### src/sv/uftx_pkg.sv
package uftx_pkg;

	localparam int unsigned QUEUE_DEPTH_DEF = 64;
	localparam int unsigned DATA_W          = 8;
	localparam int unsigned BIT_IDX_W       = 4;

	typedef enum logic {
		KIND_PUSH = 1'b0,
		KIND_TICK = 1'b1
	} kind_t;

	typedef struct packed {
		kind_t             kind;
		logic [DATA_W-1:0] data;
	} item_t;

endpackage

### src/sv/uftx_in_queue.sv
module uftx_in_queue (
	input  logic            clk,
	input  logic            arst_n,
	input  logic            s_tvalid,
	output logic            s_tready,
	input  logic [7:0]      s_tdata,
	input  logic [0:0]      s_tuser,
	output logic            q_valid,
	output uftx_pkg::item_t q_item,
	input  logic            q_pop
);
	import uftx_pkg::*;

	item_t      slot_q [2];
	logic       wr_idx_q;
	logic       rd_idx_q;
	logic [1:0] level_q;
	logic       push;
	item_t      item_in;

	always_comb begin
		item_in.kind = (s_tuser[0] == 1'b1) ? KIND_TICK : KIND_PUSH;
		item_in.data = s_tdata[DATA_W-1:0];
	end

	assign s_tready = (level_q != 2'd2);
	assign push     = s_tvalid && s_tready;
	assign q_valid  = (level_q != 2'd0);
	assign q_item   = slot_q[rd_idx_q];

	always_ff @(posedge clk) begin
		if (push) begin
			slot_q[wr_idx_q] <= item_in;
		end
	end

	always_ff @(posedge clk or negedge arst_n) begin
		if (!arst_n) begin
			wr_idx_q <= 1'b0;
			rd_idx_q <= 1'b0;
			level_q  <= 2'd0;
		end else begin
			if (push) begin
				wr_idx_q <= ~wr_idx_q;
			end
			if (q_pop) begin
				rd_idx_q <= ~rd_idx_q;
			end
			unique case ({push, q_pop})
				2'b10:   level_q <= level_q + 2'd1;
				2'b01:   level_q <= level_q - 2'd1;
				default: level_q <= level_q;
			endcase
		end
	end

endmodule

### src/sv/uftx_engine.sv
module uftx_engine #(
	parameter int unsigned QUEUE_DEPTH = uftx_pkg::QUEUE_DEPTH_DEF,
	parameter int unsigned CNT_W       = $clog2(QUEUE_DEPTH + 1),
	parameter int unsigned OUT_W       = ((3 + CNT_W + 7) / 8) * 8
) (
	input  logic             clk,
	input  logic             arst_n,
	input  logic             q_valid,
	input  uftx_pkg::item_t  q_item,
	output logic             q_pop,
	input  logic             cfg_valid,
	output logic             cfg_ready,
	input  logic [0:0]       cfg_data,
	output logic             m_tvalid,
	input  logic             m_tready,
	output logic [OUT_W-1:0] m_tdata
);
	import uftx_pkg::*;

	localparam int unsigned PTR_W = (QUEUE_DEPTH > 2) ? $clog2(QUEUE_DEPTH) : 1;
	localparam logic [PTR_W-1:0] LAST_PTR = PTR_W'(QUEUE_DEPTH - 1);
	localparam logic [CNT_W-1:0] FULL_CNT = CNT_W'(QUEUE_DEPTH);

	logic [DATA_W-1:0]    mem [QUEUE_DEPTH];
	logic [DATA_W-1:0]    head_q;
	logic [PTR_W-1:0]     wr_ptr_q, wr_ptr_d;
	logic [PTR_W-1:0]     rd_ptr_q, rd_ptr_d;
	logic [CNT_W-1:0]     fill_q, fill_d;
	logic                 frame_q, frame_d;
	logic [BIT_IDX_W-1:0] idx_q, idx_d;
	logic                 par_q, par_d;
	logic                 par_done_q, par_done_d;
	logic                 parity_odd_q;
	logic                 advance;
	logic                 mem_we;
	logic                 accepted;
	logic                 line;
	logic                 m_tvalid_q;
	logic [OUT_W-1:0]     m_tdata_q;

	assign cfg_ready = 1'b1;
	assign advance   = !m_tvalid_q || m_tready;
	assign q_pop     = q_valid && advance;
	assign m_tvalid  = m_tvalid_q;
	assign m_tdata   = m_tdata_q;

	always_comb begin
		wr_ptr_d   = wr_ptr_q;
		rd_ptr_d   = rd_ptr_q;
		fill_d     = fill_q;
		frame_d    = frame_q;
		idx_d      = idx_q;
		par_d      = par_q;
		par_done_d = par_done_q;
		mem_we     = 1'b0;
		accepted   = 1'b0;
		line       = 1'b1;
		unique case (q_item.kind)
			KIND_PUSH: begin
				if (fill_q != FULL_CNT) begin
					mem_we   = 1'b1;
					wr_ptr_d = (wr_ptr_q == LAST_PTR) ? '0 : wr_ptr_q + PTR_W'(1);
					fill_d   = fill_q + CNT_W'(1);
					accepted = 1'b1;
				end
			end
			KIND_TICK: begin
				if (frame_q) begin
					if (idx_q < BIT_IDX_W'(DATA_W)) begin
						line  = head_q[idx_q[2:0]];
						idx_d = idx_q + BIT_IDX_W'(1);
						par_d = par_q ^ line;
					end else if (!par_done_q) begin
						line       = par_q;
						par_done_d = 1'b1;
					end else begin
						// Stop bit: the byte leaves the queue only now.
						rd_ptr_d   = (rd_ptr_q == LAST_PTR) ? '0 : rd_ptr_q + PTR_W'(1);
						fill_d     = (fill_q != '0) ? fill_q - CNT_W'(1) : fill_q;
						frame_d    = 1'b0;
						idx_d      = '0;
						par_done_d = 1'b0;
						par_d      = 1'b1;
					end
				end else if (fill_q != '0) begin
					line       = 1'b0;
					frame_d    = 1'b1;
					idx_d      = '0;
					par_done_d = 1'b0;
					par_d      = parity_odd_q;
				end
			end
			default: begin
			end
		endcase
	end

	// The head entry is reread every cycle; a pushed byte is counted, so it is
	// never overwritten while it is being sent.
	always_ff @(posedge clk) begin
		if (q_pop && mem_we) begin
			mem[wr_ptr_q] <= q_item.data;
		end
		head_q <= mem[rd_ptr_q];
	end

	always_ff @(posedge clk) begin
		if (q_pop) begin
			m_tdata_q <= OUT_W'({fill_d, (fill_d == '0), line, accepted});
		end
	end

	always_ff @(posedge clk or negedge arst_n) begin
		if (!arst_n) begin
			wr_ptr_q     <= '0;
			rd_ptr_q     <= '0;
			fill_q       <= '0;
			frame_q      <= 1'b0;
			idx_q        <= '0;
			par_q        <= 1'b1;
			par_done_q   <= 1'b0;
			parity_odd_q <= 1'b1;
			m_tvalid_q   <= 1'b0;
		end else begin
			if (cfg_valid) begin
				parity_odd_q <= cfg_data[0];
			end
			if (advance) begin
				m_tvalid_q <= q_valid;
			end
			if (q_pop) begin
				wr_ptr_q   <= wr_ptr_d;
				rd_ptr_q   <= rd_ptr_d;
				fill_q     <= fill_d;
				frame_q    <= frame_d;
				idx_q      <= idx_d;
				par_q      <= par_d;
				par_done_q <= par_done_d;
			end
		end
	end

endmodule

### src/sv/uart_frame_transmitter_with_fifo_core.sv
// Channel   Direction  Payload
// s_*       in         tdata: data_byte[7:0]; tuser: command[0] (0 push, 1 bit tick)
// m_*       out        tdata: write_accepted, line_bit, transfer_done, queued_count
// cfg_*     in         cfg_data: parity_odd (1 odd, 0 even); always ready
//
// One item per cycle is sustained while the output is not stalled; each item is registered
// first in the two-entry input queue and then in the engine's output register.
// Reset is asynchronous and leaves the line idle, the FIFO empty and odd parity.
// A stalled output holds the engine; the input queue absorbs up to two items.
// The head byte is read from the byte store every cycle through a registered port.
module uart_frame_transmitter_with_fifo_core #(
	parameter int unsigned QUEUE_DEPTH = uftx_pkg::QUEUE_DEPTH_DEF,
	parameter int unsigned CNT_W       = $clog2(QUEUE_DEPTH + 1),
	parameter int unsigned OUT_W       = ((3 + CNT_W + 7) / 8) * 8
) (
	input  logic             clk,
	input  logic             arst_n,
	input  logic             s_tvalid,
	output logic             s_tready,
	input  logic [7:0]       s_tdata,   // [7:0] data_byte
	input  logic [0:0]       s_tuser,   // [0] command
	output logic             m_tvalid,
	input  logic             m_tready,
	// [0] write_accepted, [1] line_bit, [2] transfer_done, [3 +: CNT_W] queued_count
	output logic [OUT_W-1:0] m_tdata,
	input  logic             cfg_valid,
	output logic             cfg_ready,
	input  logic [0:0]       cfg_data
);
	import uftx_pkg::*;

	logic  q_valid;
	item_t q_item;
	logic  q_pop;

	uftx_in_queue u_in_queue (
		.clk      (clk),
		.arst_n   (arst_n),
		.s_tvalid (s_tvalid),
		.s_tready (s_tready),
		.s_tdata  (s_tdata),
		.s_tuser  (s_tuser),
		.q_valid  (q_valid),
		.q_item   (q_item),
		.q_pop    (q_pop)
	);

	uftx_engine #(
		.QUEUE_DEPTH (QUEUE_DEPTH),
		.CNT_W       (CNT_W),
		.OUT_W       (OUT_W)
	) u_engine (
		.clk       (clk),
		.arst_n    (arst_n),
		.q_valid   (q_valid),
		.q_item    (q_item),
		.q_pop     (q_pop),
		.cfg_valid (cfg_valid),
		.cfg_ready (cfg_ready),
		.cfg_data  (cfg_data),
		.m_tvalid  (m_tvalid),
		.m_tready  (m_tready),
		.m_tdata   (m_tdata)
	);

endmodule
### config.mk
export PLATFORM = sky130hd
export DESIGN_NAME = uart_frame_transmitter_with_fifo_core
export DESIGN_NICKNAME = d
export VERILOG_FILES = /design/src/sv/uftx_pkg.sv /design/src/sv/uftx_in_queue.sv /design/src/sv/uftx_engine.sv /design/src/sv/uart_frame_transmitter_with_fifo_core.sv
export SDC_FILE = /design/constraint.sdc
export NUM_CORES = 1
export LEC_CHECK = 0
export BUFFER_PORTS_ARGS = -buffer_cell sky130_fd_sc_hd__clkbuf_2
export CORE_UTILIZATION = 40
export CTS_CLUSTER_DIAMETER = 30
export CTS_CLUSTER_SIZE = 28
export DETAILED_ROUTE_END_ITERATION = 16
export SETUP_SLACK_MARGIN = 0.02
export SLEW_MARGIN = 10
export SYNTH_ARGS = -nofsm -noshare
export SYNTH_HDL_FRONTEND = slang
export SYNTH_SLANG_ARGS = --single-unit
### constraint.sdc
create_clock -name clk -period 5.2 [get_ports clk]
set_input_delay 1.3 -clock clk [delete_from_list [all_inputs] [get_ports clk]]
set_output_delay 1.3 -clock clk [all_outputs]
set_load 0.05 [all_outputs]
# Word-level counts from Yosys, hierarchy flattened
# Memories as Yosys holds them, arrays and structs flattened. A register that Yosys moved wholly into a read port is not among the register bits.
# Index checks and enable logic that the tools add are counted.
# word_totals
in_bits,15
ff_bits,42
elab_cells,90
n_memories,2
output_inout_bits,19
mem_bits_rw,530
# op_classes
n_bitwise,5
n_lt_le_gt_ge,2
mux,36
addsub,7
n_reduce_logical,16
n_eq_ne,8
# memory_table
memory,depth,width,rd,rd_clocked_by_memory_dff,write_ports,line,text
u_engine.mem,64,8,1,1,1,uftx_engine.sv:24,logic [DATA_W-1:0] mem [QUEUE_DEPTH];
u_in_queue.slot_q,2,9,1,0,1,uftx_in_queue.sv:14,item_t slot_q [2];
# op_table
op,count
7-bit two-way mux,5
1-bit two-way mux,22
4-bit two-way mux,4
7-bit case mux with 2 select lines,1
6-bit by 1-bit adder with 6-bit output (second input constant),2
6-bit equality test (second input constant),2
6-bit two-way mux,2
4-bit AND reduction,2
7-bit by 1-bit adder with 7-bit output (second input constant),1
7-bit logical NOT,1
7-bit != test (second input constant),1
7-bit nonzero test,1
7-bit by 1-bit subtractor with 7-bit output (second input constant),1
3-bit AND reduction,2
2-bit nonzero test,3
5-bit AND reduction,1
4-bit by 1-bit adder with 4-bit output (second input constant),1
3-bit by 4-bit less-than comparator with 1-bit output (second input constant),1
4-bit less-than comparator (second input constant),1
2-bit != test (second input constant),2
1-bit inverter,4
2-bit case mux with 2 select lines,1
1-bit binary-select mux with 3-bit select,1
1-bit logical AND,3
other kinds (9),9

# Depth between registers and ports, before layout
# Gate-level depths: netlist of the first run.
# logic_depth
word_depth,7
mapped_depth,10
mapped_depth_nobuf,8

# Hierarchy
# A second synthesis of the first run with hierarchy kept.
# unflattened
cells_unflattened,1177
hier_area_um2,23057.1
# by_module_without_submodules
module,area_each_um2,n_inst,seq_area_each_um2,cells_per_inst
uftx_engine,22218.8,1,16538.4,1133
uftx_in_queue,838.3,1,640.6,44

# Least setup slack after synthesis of the first run
# OpenSTA, ideal clock, no wires.
# synth_timing
kind,input port to flip-flop
start,input port m_tready
end,"memory u_engine.mem[27][0], enable pin"
path_buffers,0
t_required_ns,4.830
arrival_ns,2.864
setup_time_ns,0.370
setup_slack_ns,1.966
stages,7
path_cell_list,nand2b_1 -> o21ai_1 -> inv_2 -> nand2_1 -> nor2_1 -> nand3_1 -> nor2_1
# synth_via
elab_chain_len,5
# synth_rtl
item,line,text
"start, declared",uart_frame_transmitter_with_fifo_core.sv:23,"input logic m_tready,"
1-bit logical OR,uftx_engine.sv:42,assign advance = !m_tvalid_q || m_tready;
1-bit logical AND,uftx_engine.sv:43,assign q_pop = q_valid && advance;
named net q_pop,uart_frame_transmitter_with_fifo_core.sv:34,logic q_pop;
1-bit logical AND,uftx_engine.sv:101,if (q_pop && mem_we) begin
1-bit two-way mux,uftx_engine.sv:101,
1-bit two-way mux (implied by the code),uftx_engine.sv:102,mem[wr_ptr_q] <= q_item.data;
"end, declared",uftx_engine.sv:24,
# The timed path passes the listed nets, and every way through them passes these cells.

# Worst setup path in the final report of the first run
# layout_timing
start,register u_in_queue.rd_idx_q
end,"memory u_engine.mem[41][5], enable pin"
# layout_via
elab_chain_len,5
# layout_rtl
item,line,text
"start, declared",uftx_in_queue.sv:16,logic rd_idx_q;
"start signal, assigned",uftx_in_queue.sv:47,rd_idx_q <= ~rd_idx_q;
memory 2 x 9 bit,--,
1-bit two-way mux,--,
1-bit logical AND,uftx_engine.sv:101,
1-bit two-way mux,uftx_engine.sv:101,
1-bit two-way mux (implied by the code),uftx_engine.sv:102,
# No other way between the ends.

==> results of run 1 <==
[final cells by class]
type                            instances  area [um2]  share of cell area (%)
Multi-Input combinational cell        538        5420                    19.7
Clock buffer                          115        2760                    10.0
Tap cell                              756         946                    3.44
Inverter                                9        33.8                   0.123
Clock inverter                         85         927                    3.37
Sequential cell                       580       17200                    62.5
Timing Repair Buffer                   40         248                   0.900
[metal layers]
| metal | track usage, % | up-vias |
|---|---|---|
| li1 | - | 5065 |
| met2 | 30.5 | 567 |
| met3 | 4.27 | 109 |
| met1 | 27.8 | 6255 |
| met4 | 7.21 | 0 |
| met5 | 0 | - |
[state kept, by name (all words and copies together), names as in the netlist, 2 cells and up]
signal              count
u_engine.rd_ptr_q       6
u_in_queue.slot_q      18
u_engine.mem          512
u_engine.m_tdata       10
u_engine.fill_q         7
u_engine.idx_q          4
u_in_queue.level_q      2
u_engine.head_q         8
u_engine.wr_ptr_q       6
[worst max path at each step]
stage / to / slack [ps]
after global placement: u_engine.mem[43][4]$_DFFE_PP_ / 1340
after floorplan: u_engine.mem[27][0]$_DFFE_PP_ / 1970
after detailed placement: u_engine.mem[19][7]$_DFFE_PP_ / 1310
after global routing: u_engine.mem[19][4]$_DFFE_PP_ / 1430
final: u_engine.mem[41][5]$_DFFE_PP_ / 1730
after CTS: u_engine.mem[19][7]$_DFFE_PP_ / 1670
[synth_stat cells, types with 8 or more instances]
cell / count / area share, %
nor2_1: 107 / 1.8
a221oi_1: 12 / 0.46
mux4_2: 123 / 12
nand2_1: 55 / 0.90
a21oi_1: 15 / 0.33
o21ai_0: 19 / 0.41
clkbuf_1: 33 / 0.54
a22oi_1: 9 / 0.29
nand3_1: 10 / 0.22
dfxtp_1: 8 / 0.70
xnor2_1: 11 / 0.42
edfxtp_1: 540 / 71
buf_4: 17 / 0.56
dfrtp_1: 30 / 3.3
a22o_1: 13 / 0.50
buf_2: 12 / 0.26
mux2i_1: 21 / 0.92
nor3_1: 10 / 0.22
inv_1: 8 / 0.13
mux2_2: 28 / 1.4
[logic make-up (layout without fill, tap and decap cells)]
family | after synthesis | count (layout)
buffers and inverters | 80 | 249
other | 2 | 7
AOI/OAI and AO/OA | 120 | 120
DFF | 580 | 580
xor gates and xnor gates | 13 | 13
muxes | 172 | 172
and+or+nand+nor | 220 | 220
adders and majority gates | 6 | 6
[metrics by stage]
step                worst slack (ps)  area (um2)
global route                    1430       27500
floorplan                       1970       23000
CTS                             1670       27500
detailed placement              1310       23800
global placement                1340       23800
finish                          1730       27500
[cell usage in the layout, fill, tap and decap left out, types with 9 or more instances in the layout]
cell | netlist | routed
nand3_1 | 10 | 10
clkbuf_2 | 1 | 26
clkinv_2 | 0 | 9
a22oi_1 | 9 | 9
buf_4 | 17 | 13
a22o_1 | 13 | 13
a21oi_1 | 15 | 15
xnor2_1 | 11 | 11
nand2_1 | 55 | 55
nor2_1 | 107 | 107
mux2i_1 | 21 | 21
mux2_2 | 28 | 20
o21ai_0 | 19 | 19
mux4_2 | 123 | 123
dfrtp_1 | 30 | 28
clkinv_4 | 0 | 17
a221oi_1 | 12 | 12
edfxtp_1 | 540 | 540
inv_6 | 0 | 29
nor3_1 | 10 | 10
clkbuf_16 | 0 | 109
[power by group through the flow]
stage / registers [W] / logic [W] / clock network, W
after detailed placement: 0.00643 / 0.00349 / 0
final: 0.00634 / 0.00345 / 0.00693
after CTS: 0.00635 / 0.00349 / 0.00703
after global routing: 0.00640 / 0.00369 / 0.00723
after global placement: 0.00643 / 0.00348 / 0
after floorplan: 0.00627 / 0.00242 / 0
==> results.sh, run 1 <==
export IMPL_fillCellCount=4511
export IMPL_ys_warn_count=0
export IMPL_post_route_period_util_pct=66.8
export IMPL_timing_setup_tns_ps=0
export IMPL_clock_sinks=580
export IMPL_port_buffers=26
export IMPL_globalplace_congestion=0.840
export IMPL_p_leak_nw=8.96
export IMPL_antennaDiodeCount=0
export IMPL_start_kind="flip-flop"
export IMPL_grt_first_pass_wirelength_mm=82.3
export IMPL_ant_nets=0
export IMPL_worst_hold_slack_ps=518
export IMPL_synth_edf_count=540
export IMPL_synth_top_family_by_area="multiplexers"
export IMPL_ys_seq_area_share_pct=74.9
export IMPL_final_util_pct=48.7
export IMPL_cts_max_path_buffers=3
export IMPL_max_stage_delay_ps=800
export IMPL_clk_pin_slew_ps=50
export IMPL_clkPwrFrac_pct=41.4
export IMPL_die_area_um2=58300
export IMPL_num_nets_final=1297
export IMPL_pwr_share_seq_pct=37.9
export IMPL_critical_path_endpoint_type="flip-flop"
export IMPL_hp_class="flip-flop to flip-flop"
export IMPL_io_pins=34
export IMPL_core_area_um2=56500
export IMPL_ys_seq_elements=580
export IMPL_rows=87
export IMPL_hold_buffers=0
export IMPL_internal_power_w=0.0116
export IMPL_cp_data_arrival_time_ps=3750
export IMPL_crit_required_ps=5480
export IMPL_period_needed_ps=3470
export IMPL_antenna_found_initial=0
export IMPL_synthesis_area_um2=22900
export IMPL_wl_met1_mm=23.5
export IMPL_track_usage_pct=19.8
export IMPL_ir_drop_v=0.000693
export IMPL_drc_errors=0
export IMPL_synthAdderAreaFrac_pct=0.327
export IMPL_grt_max_degree=65
export IMPL_skew_ps=25.5
export IMPL_final_max_slew_viol_count=0
export IMPL_finalSetupViolCount=0
export IMPL_synthCells=1193
export IMPL_rsz0062_at_grt="no"
export IMPL_r2r_slack_ps=1730
export IMPL_crit_type="flip-flop to flip-flop"
export IMPL_wl_met2_mm=26.0
export IMPL_grt_overflow=0
export IMPL_clk_latency_ps=650
export IMPL_reg2reg_to="u_engine.mem[41][5]$_DFFE_PP_"
export IMPL_vias_per_cell=5.65
export IMPL_hold_start="u_in_queue.level_q[1]$_DFFE_PN0P_"
export IMPL_hpwl_mm=31.9
export IMPL_drt_wl_total_mm=55.4
export IMPL_outcome="completed"
export IMPL_post_cts_buffers=0
export IMPL_synthSimpleGateAreaFrac_pct=4.26
export IMPL_startpoint="u_in_queue.rd_idx_q$_DFFE_PN0P_"
export IMPL_worstHoldEndpoint="u_in_queue.level_q[1]$_DFFE_PN0P_"
export IMPL_switchingPower_w=0.00510
export IMPL_start_util_pct=40.6
export IMPL_synth_flop_cell="edfxtp_1"
export IMPL_ys_types=67
export IMPL_dp_cells=1923
export IMPL_tightest_slew_ps=1040
export IMPL_final_layout_size_suffix_gt1_share_pct=29.2
export IMPL_worstPathMaxFanout=12
export IMPL_route_top_layer_used="met4"
export IMPL_synth_mux_area_share_pct=14.4
export IMPL_dr_wl_met3_mm=4.33
export IMPL_regToRegStartpoint="u_in_queue.rd_idx_q$_DFFE_PN0P_"
export IMPL_path_depth=7
export IMPL_root_buffer="clkbuf_16"
export IMPL_cts_made_buffers=107
export IMPL_swShare_pct=30.5
export IMPL_area_delta_synth_final_pct=20.0
export IMPL_grt_pass1_vias=12200
export IMPL_fin_cells=2123
export IMPL_via_count=12000
export IMPL_cap_violations=0
export IMPL_dr_pass1_iters=7
export IMPL_die_h_um=241
export IMPL_fin_total_pwr_w=0.0167
export IMPL_synth_xor_area_share_pct=0.496
export IMPL_synth_compound_area_share_pct=3.92
export IMPL_post_cts_resized=0
export IMPL_cts_tree="yes"
export IMPL_p_per_area_nw_per_um2=608
export IMPL_cp_buffers_inverters=1
export IMPL_avgSynthCellArea_um2=19.2
export IMPL_ff2ff_path_depth=7
export IMPL_fmax_mhz=288
export IMPL_relSlewSlack_pct=31.0
export IMPL_wl_per_cell_um=26.1
export IMPL_path_delay_family="simple AND/OR/NAND/NOR gates"
export IMPL_cpMaxStageDelayCell="nor2_1"
export IMPL_worstPathCellList="mux2i_1 -> buf_4 -> o41a_4 -> nand2_1 -> nor2_1 -> nand2_1 -> nor2_1"
export IMPL_hold_viol=0
export IMPL_min_path_cells=1
export IMPL_h_tree_depth=3
export IMPL_drtIter0Drc=1209
export IMPL_dieWidth_um=241
export IMPL_async_reset_ff_share_pct=5.52
export IMPL_power_frac_comb_pct=20.6
(Power assumes the default switching activity.)
==> run 2, diff against run 1 <==
clock period = 2.9 ns   (was 5.2 ns; I/O delays follow)
==> run 2 against run 1 <==
Via count increased by 0.18%; flip-flop and latch count unchanged; global-route usage decreased by 0.81 points; setup slack got worse by 1600 ps; wire length decreased by 3.6%; maximum frequency increased by 26%; first-iteration DRC count decreased by 14%; critical path depth unchanged; critical path type unchanged; critical endpoint is now u_engine.mem[47][1]$_DFFE_PP_.
==> results.sh, run 2 (same netlist as run 1, synthesis figures left out) <==
export IMPL_regToRegStartpoint="u_engine.fill_q[0]$_DFFE_PN0P_"
export IMPL_cts_made_buffers=107
export IMPL_p_per_area_nw_per_um2=1100
export IMPL_drtIter0Drc=1043
export IMPL_grt_overflow=0
export IMPL_hold_viol=0
export IMPL_start_util_pct=40.6
export IMPL_vias_per_cell=5.47
export IMPL_tightest_slew_ps=976
export IMPL_ff2ff_path_depth=7
export IMPL_hp_class="input port to async pin"
export IMPL_most_common_layout_cells="edfxtp_1, mux4_2, clkbuf_16"
export IMPL_clk_latency_ps=650
export IMPL_outcome="completed"
export IMPL_drc_errors=0
export IMPL_dieWidth_um=241
export IMPL_globalplace_congestion=0.883
export IMPL_fmax_mhz=362
export IMPL_grt_max_degree=65
export IMPL_h_tree_depth=3
export IMPL_root_buffer="clkbuf_16"
export IMPL_post_route_period_util_pct=95.2
export IMPL_final_layout_size_suffix_gt1_share_pct=32.8
export IMPL_period_needed_ps=2760
export IMPL_path_delay_family="simple AND/OR/NAND/NOR gates"
export IMPL_r2r_slack_ps=140
export IMPL_cp_data_arrival_time_ps=3040
export IMPL_largest_reg_flops=512
export IMPL_relSlewSlack_pct=34.7
export IMPL_worst_hold_slack_ps=118
export IMPL_clk_pin_slew_ps=50
export IMPL_port_buffers=26
export IMPL_area_delta_synth_final_pct=23.9
export IMPL_via_count=12000
export IMPL_cts_tree="yes"
export IMPL_grt_pass1_vias=12500
export IMPL_largest_register="u_engine.mem"
export IMPL_rows=87
export IMPL_finalSetupViolCount=0
export IMPL_p_leak_nw=9.42
export IMPL_dr_pass1_iters=7
export IMPL_hold_buffers=0
export IMPL_core_area_um2=56500
export IMPL_start_kind="flip-flop"
export IMPL_rsz0062_at_grt="yes"
export IMPL_hpwl_mm=32.5
export IMPL_antenna_found_initial=0
export IMPL_worstPathMaxFanout=9
export IMPL_timing_setup_tns_ps=0
export IMPL_worstPathCellList="inv_1 -> ha_1 -> or3b_4 -> o41a_4 -> and3_1 -> nand3_2 -> nor2_1"
export IMPL_track_usage_pct=19.0
export IMPL_clock_sinks=580
export IMPL_cp_buffers_inverters=1
export IMPL_setup_slack_ps=140
export IMPL_place_ws_ps=-161
export IMPL_fin_cells=2199
export IMPL_layout_commonest_cell="edfxtp_1"
export IMPL_critical_path_endpoint_type="flip-flop"
export IMPL_crit_type="flip-flop to flip-flop"
export IMPL_cpMaxStageDelayCell="nor2_1"
export IMPL_crit_required_ps=3180
export IMPL_max_stage_delay_ps=670
export IMPL_cts_max_path_buffers=3
export IMPL_skew_ps=28.8
export IMPL_grt_first_pass_wirelength_mm=80.5
export IMPL_die_area_um2=58300
export IMPL_cap_violations=0
export IMPL_die_h_um=241
export IMPL_io_pins=34
export IMPL_ant_nets=0
export IMPL_final_max_slew_viol_count=0
export IMPL_drt_wl_total_mm=53.4
export IMPL_wl_per_cell_um=24.3
export IMPL_ir_drop_v=0.000532
export IMPL_reg2reg_to="u_engine.mem[47][1]$_DFFE_PP_"
export IMPL_dp_cells=1996
export IMPL_num_nets_final=1371
run 2: cell types whose count changed in the layout (fill, tap and decap cells not counted), moves of 9 or more:
| cell | delta |
|---|---|
| buf_4 | +60 |
| clkinv_1 | +11 |
| nor2_1 | -9 |
| inv_6 | -16 |
| bufinv_16 | +10 |
| nor2_2 | +9 |
| buf_12 | +13 |
run 2: area by class of cell:
type,instances,area [um2]
fill,4516,28100
antenna,1,2.50
clock inverter,86,1090
sequential,580,17200
tap,756,946
timing repair buffer,114,986
clock buffer,115,2750
inverter,9,33.8
multi-input combinational,538,5420
run 2: timing repair:
item                       in CTS  in global routing
gates resized for setup         0                 10
setup endpoints to repair       0                114
buffers inserted                0                  1
run 2: report_power, final:
part           total, W  switching [W]  leakage [nW]  internal, W
combinational   0.00702        0.00408          2.23      0.00294
sequential       0.0112       0.000521          5.32       0.0106
clock            0.0130        0.00443          1.87      0.00858
run 2: worst max path at each step:
stage	startpoint	to	slack, ps	cells past startpoint
after floorplan	m_tready	u_engine.mem[27][0]$_DFFE_PP_	240	7
after global placement	m_tready	u_engine.mem[39][5]$_DFFE_PP_	-80	8
after detailed placement	m_tready	u_engine.mem[31][2]$_DFFE_PP_	-160	8
after CTS	u_engine.rd_ptr_q[0]$_DFFE_PN0P_	u_engine.head_q[3]$_DFF_P_	50	8
after global routing	u_engine.fill_q[0]$_DFFE_PN0P_	u_engine.mem[55][2]$_DFFE_PP_	-40	7
final	u_engine.fill_q[0]$_DFFE_PN0P_	u_engine.mem[47][1]$_DFFE_PP_	140	7
run 2: through the flow:
step | util, % | area (um2) | total power (W)
after floorplan | - | 23000 | 0.0156
after global placement | 43.4 | 24500 | 0.0183
after CTS | 50.2 | 28300 | 0.0314
after detailed placement | 43.4 | 24500 | 0.0183
after global routing | 50.3 | 28400 | 0.0323
final | 50.3 | 28400 | 0.0312
run 2: metal layers:
metal / wire [um] / track usage [%]
met2: 25700 / 29.6
met5: 0 / 0
met4: 1330 / 7.48
met1: 23400 / 26.5
met3: 2950 / 3.42
==> run 3, diff against run 2 <==
CELL_PAD_IN_SITES_DETAIL_PLACEMENT = 0   (was default)
CELL_PAD_IN_SITES_GLOBAL_PLACEMENT = 1   (was default)
MAX_ROUTING_LAYER = met4   (was default)
PLACE_DENSITY_LB_ADDON = 0.1   (was default)
==> run 3 against run 2 <==
Final cell count increased by 1.3%; global-route usage increased by 2.1 points; flip-flop and latch count unchanged; wire length increased by 7.7%; hold slack got worse by 71 ps; register-to-register slack got worse by 80 ps; non-clock buffer count increased by 1; via count increased by 0.24%; largest cell class unchanged; combinational power increased by 3.1%; clock skew increased by 1.4 ps; utilization increased by 0.76 points; die area unchanged; highest routed layer unchanged.
==> results.sh, run 3 (same netlist as run 1, synthesis figures left out) <==
export IMPL_outcome="completed"
export IMPL_hp_class="input port to async pin"
export IMPL_hpwl_mm=36.0
export IMPL_cts_made_buffers=120
export IMPL_worst_hold_slack_ps=46.9
export IMPL_dieWidth_um=241
export IMPL_root_buffer="clkbuf_16"
export IMPL_tightest_slew_ps=1000
export IMPL_critical_path_endpoint_type="flip-flop"
export IMPL_drt_wl_total_mm=57.5
export IMPL_finalSetupViolCount=0
export IMPL_start_util_pct=40.6
export IMPL_internal_power_w=0.0230
export IMPL_power_frac_comb_pct=22.3
export IMPL_clk_pin_slew_ps=50
export IMPL_io_pins=34
export IMPL_port_buffers=26
export IMPL_grt_max_degree=65
export IMPL_num_nets_final=1385
export IMPL_antenna_found_initial=0
export IMPL_seqCellArea_um2=17200
export IMPL_skew_ps=30.2
export IMPL_ant_nets=0
export IMPL_die_h_um=241
export IMPL_largest_register="u_engine.mem"
export IMPL_pwr_share_seq_pct=34.2
export IMPL_cap_violations=0
export IMPL_wl_per_cell_um=25.8
export IMPL_clkPwrFrac_pct=43.5
export IMPL_relSlewSlack_pct=33.2
export IMPL_most_common_layout_cells="edfxtp_1, mux4_2, clkbuf_16"
export IMPL_cts_tree="yes"
export IMPL_cts_max_path_buffers=3
export IMPL_drc_errors=0
export IMPL_p_leak_nw=9.60
export IMPL_layout_commonest_cell="edfxtp_1"
export IMPL_rows=87
export IMPL_period_needed_ps=2840
export IMPL_area_delta_synth_final_pct=25.8
export IMPL_die_area_um2=58300
export IMPL_multi_input_area_um2=5410
export IMPL_final_layout_size_suffix_gt1_share_pct=33.8
export IMPL_switchingPower_w=0.00946
export IMPL_drtIter0Drc=1111
export IMPL_p_per_area_nw_per_um2=1130
export IMPL_grt_first_pass_wirelength_mm=84.2
export IMPL_crit_required_ps=3170
export IMPL_cp_data_arrival_time_ps=3100
export IMPL_post_route_period_util_pct=97.8
export IMPL_fmax_mhz=352
export IMPL_hold_viol=0
export IMPL_via_count=12000
export IMPL_fillCellCount=4553
export IMPL_largest_reg_flops=512
export IMPL_final_util_pct=51.0
export IMPL_h_tree_depth=3
export IMPL_rsz0062_at_grt="yes"
export IMPL_dr_pass1_iters=5
export IMPL_hold_buffers=0
export IMPL_ir_drop_v=0.000837
export IMPL_core_area_um2=56500
export IMPL_final_max_slew_viol_count=0
export IMPL_track_usage_pct=21.1
export IMPL_worstPathMaxFanout=9
export IMPL_globalplace_congestion=0.822
export IMPL_clock_sinks=580
export IMPL_swShare_pct=29.1
export IMPL_clk_latency_ps=670
export IMPL_grt_pass1_vias=12200
export IMPL_fin_total_pwr_w=0.0325
export IMPL_start_kind="flip-flop"
export IMPL_grt_overflow=0
export IMPL_vias_per_cell=5.41
export IMPL_crit_type="flip-flop to flip-flop"
run 3: final cells by class:
cell class	count	area share (%)
sequential	580	59.6
multi-input combinational	538	18.8
clock buffer	129	10.7
clock inverter	100	4.11
timing repair buffer	115	3.46
tap	756	3.28
inverter	9	0.117
antenna	1	0.00868
run 3: per-layer routing:
metal	vias to the layer above	global-route usage (%)	share of wire, %
met5	-	-	0
met4	0	7.13	2.9
met3	115	4.66	5.7
met2	402	30.6	46
met1	6285	29.5	46
li1	5245	-	-
run 3: through the flow:
stage          setup TNS, ps  cell area [um2]  setup slack [ps]  std cells
5_1_grt                -3350            28800             -83.6       2227
6_report                   0            28800              62.5       2228
3_5_place_dp           -4230            24600             -85.3       1998
3_3_place_gp            -817            24600             -37.1       1998
2_1_floorplan              0            23000               241       1198
4_1_cts                    0            28800              55.2       2227
run 3: critical path, stage by stage (launching register included):
cell     delay, ps
dfrtp_1        340
inv_1           60
ha_1           220
or3b_4         250
o41a_4         140
and3_1         320
nand3_2        420
nor2_1         700
run 3: worst paths after layout:
kind	start	to	slack, ps	cells past startpoint
max	u_engine.fill_q[0]$_DFFE_PN0P_	u_engine.mem[7][4]$_DFFE_PP_	60	7
min	arst_n	u_engine.rd_ptr_q[3]$_DFFE_PN0P_	50	1
max reg2reg	u_engine.fill_q[0]$_DFFE_PN0P_	u_engine.mem[7][4]$_DFFE_PP_	60	7
min reg2reg	u_in_queue.wr_idx_q$_DFFE_PN0P_	u_in_queue.wr_idx_q$_DFFE_PN0P_	500	1
max in group asynchronous	arst_n	u_engine.parity_odd_q$_DFFE_PN1P_	2140	2
min in group clk	s_tdata[7]	u_in_queue.slot_q[1][7]$_DFFE_PP_	260	1
run 3: power by group through the flow:
stage	clock (W)	sequential (W)	combinational, W
final	0.0141	0.0111	0.00724
after global routing	0.0147	0.0112	0.00777
after CTS	0.0143	0.0111	0.00738
after detailed placement	0	0.0112	0.00738
after global placement	0	0.0112	0.00738
after floorplan	0	0.0112	0.00434
run 3: what timing repair did:
item                                   in CTS  in global routing
resized for setup                           0                  6
setup endpoints to repair                   0                 83
endpoints found under the hold margin       0                  0
buffers inserted                            0                  0
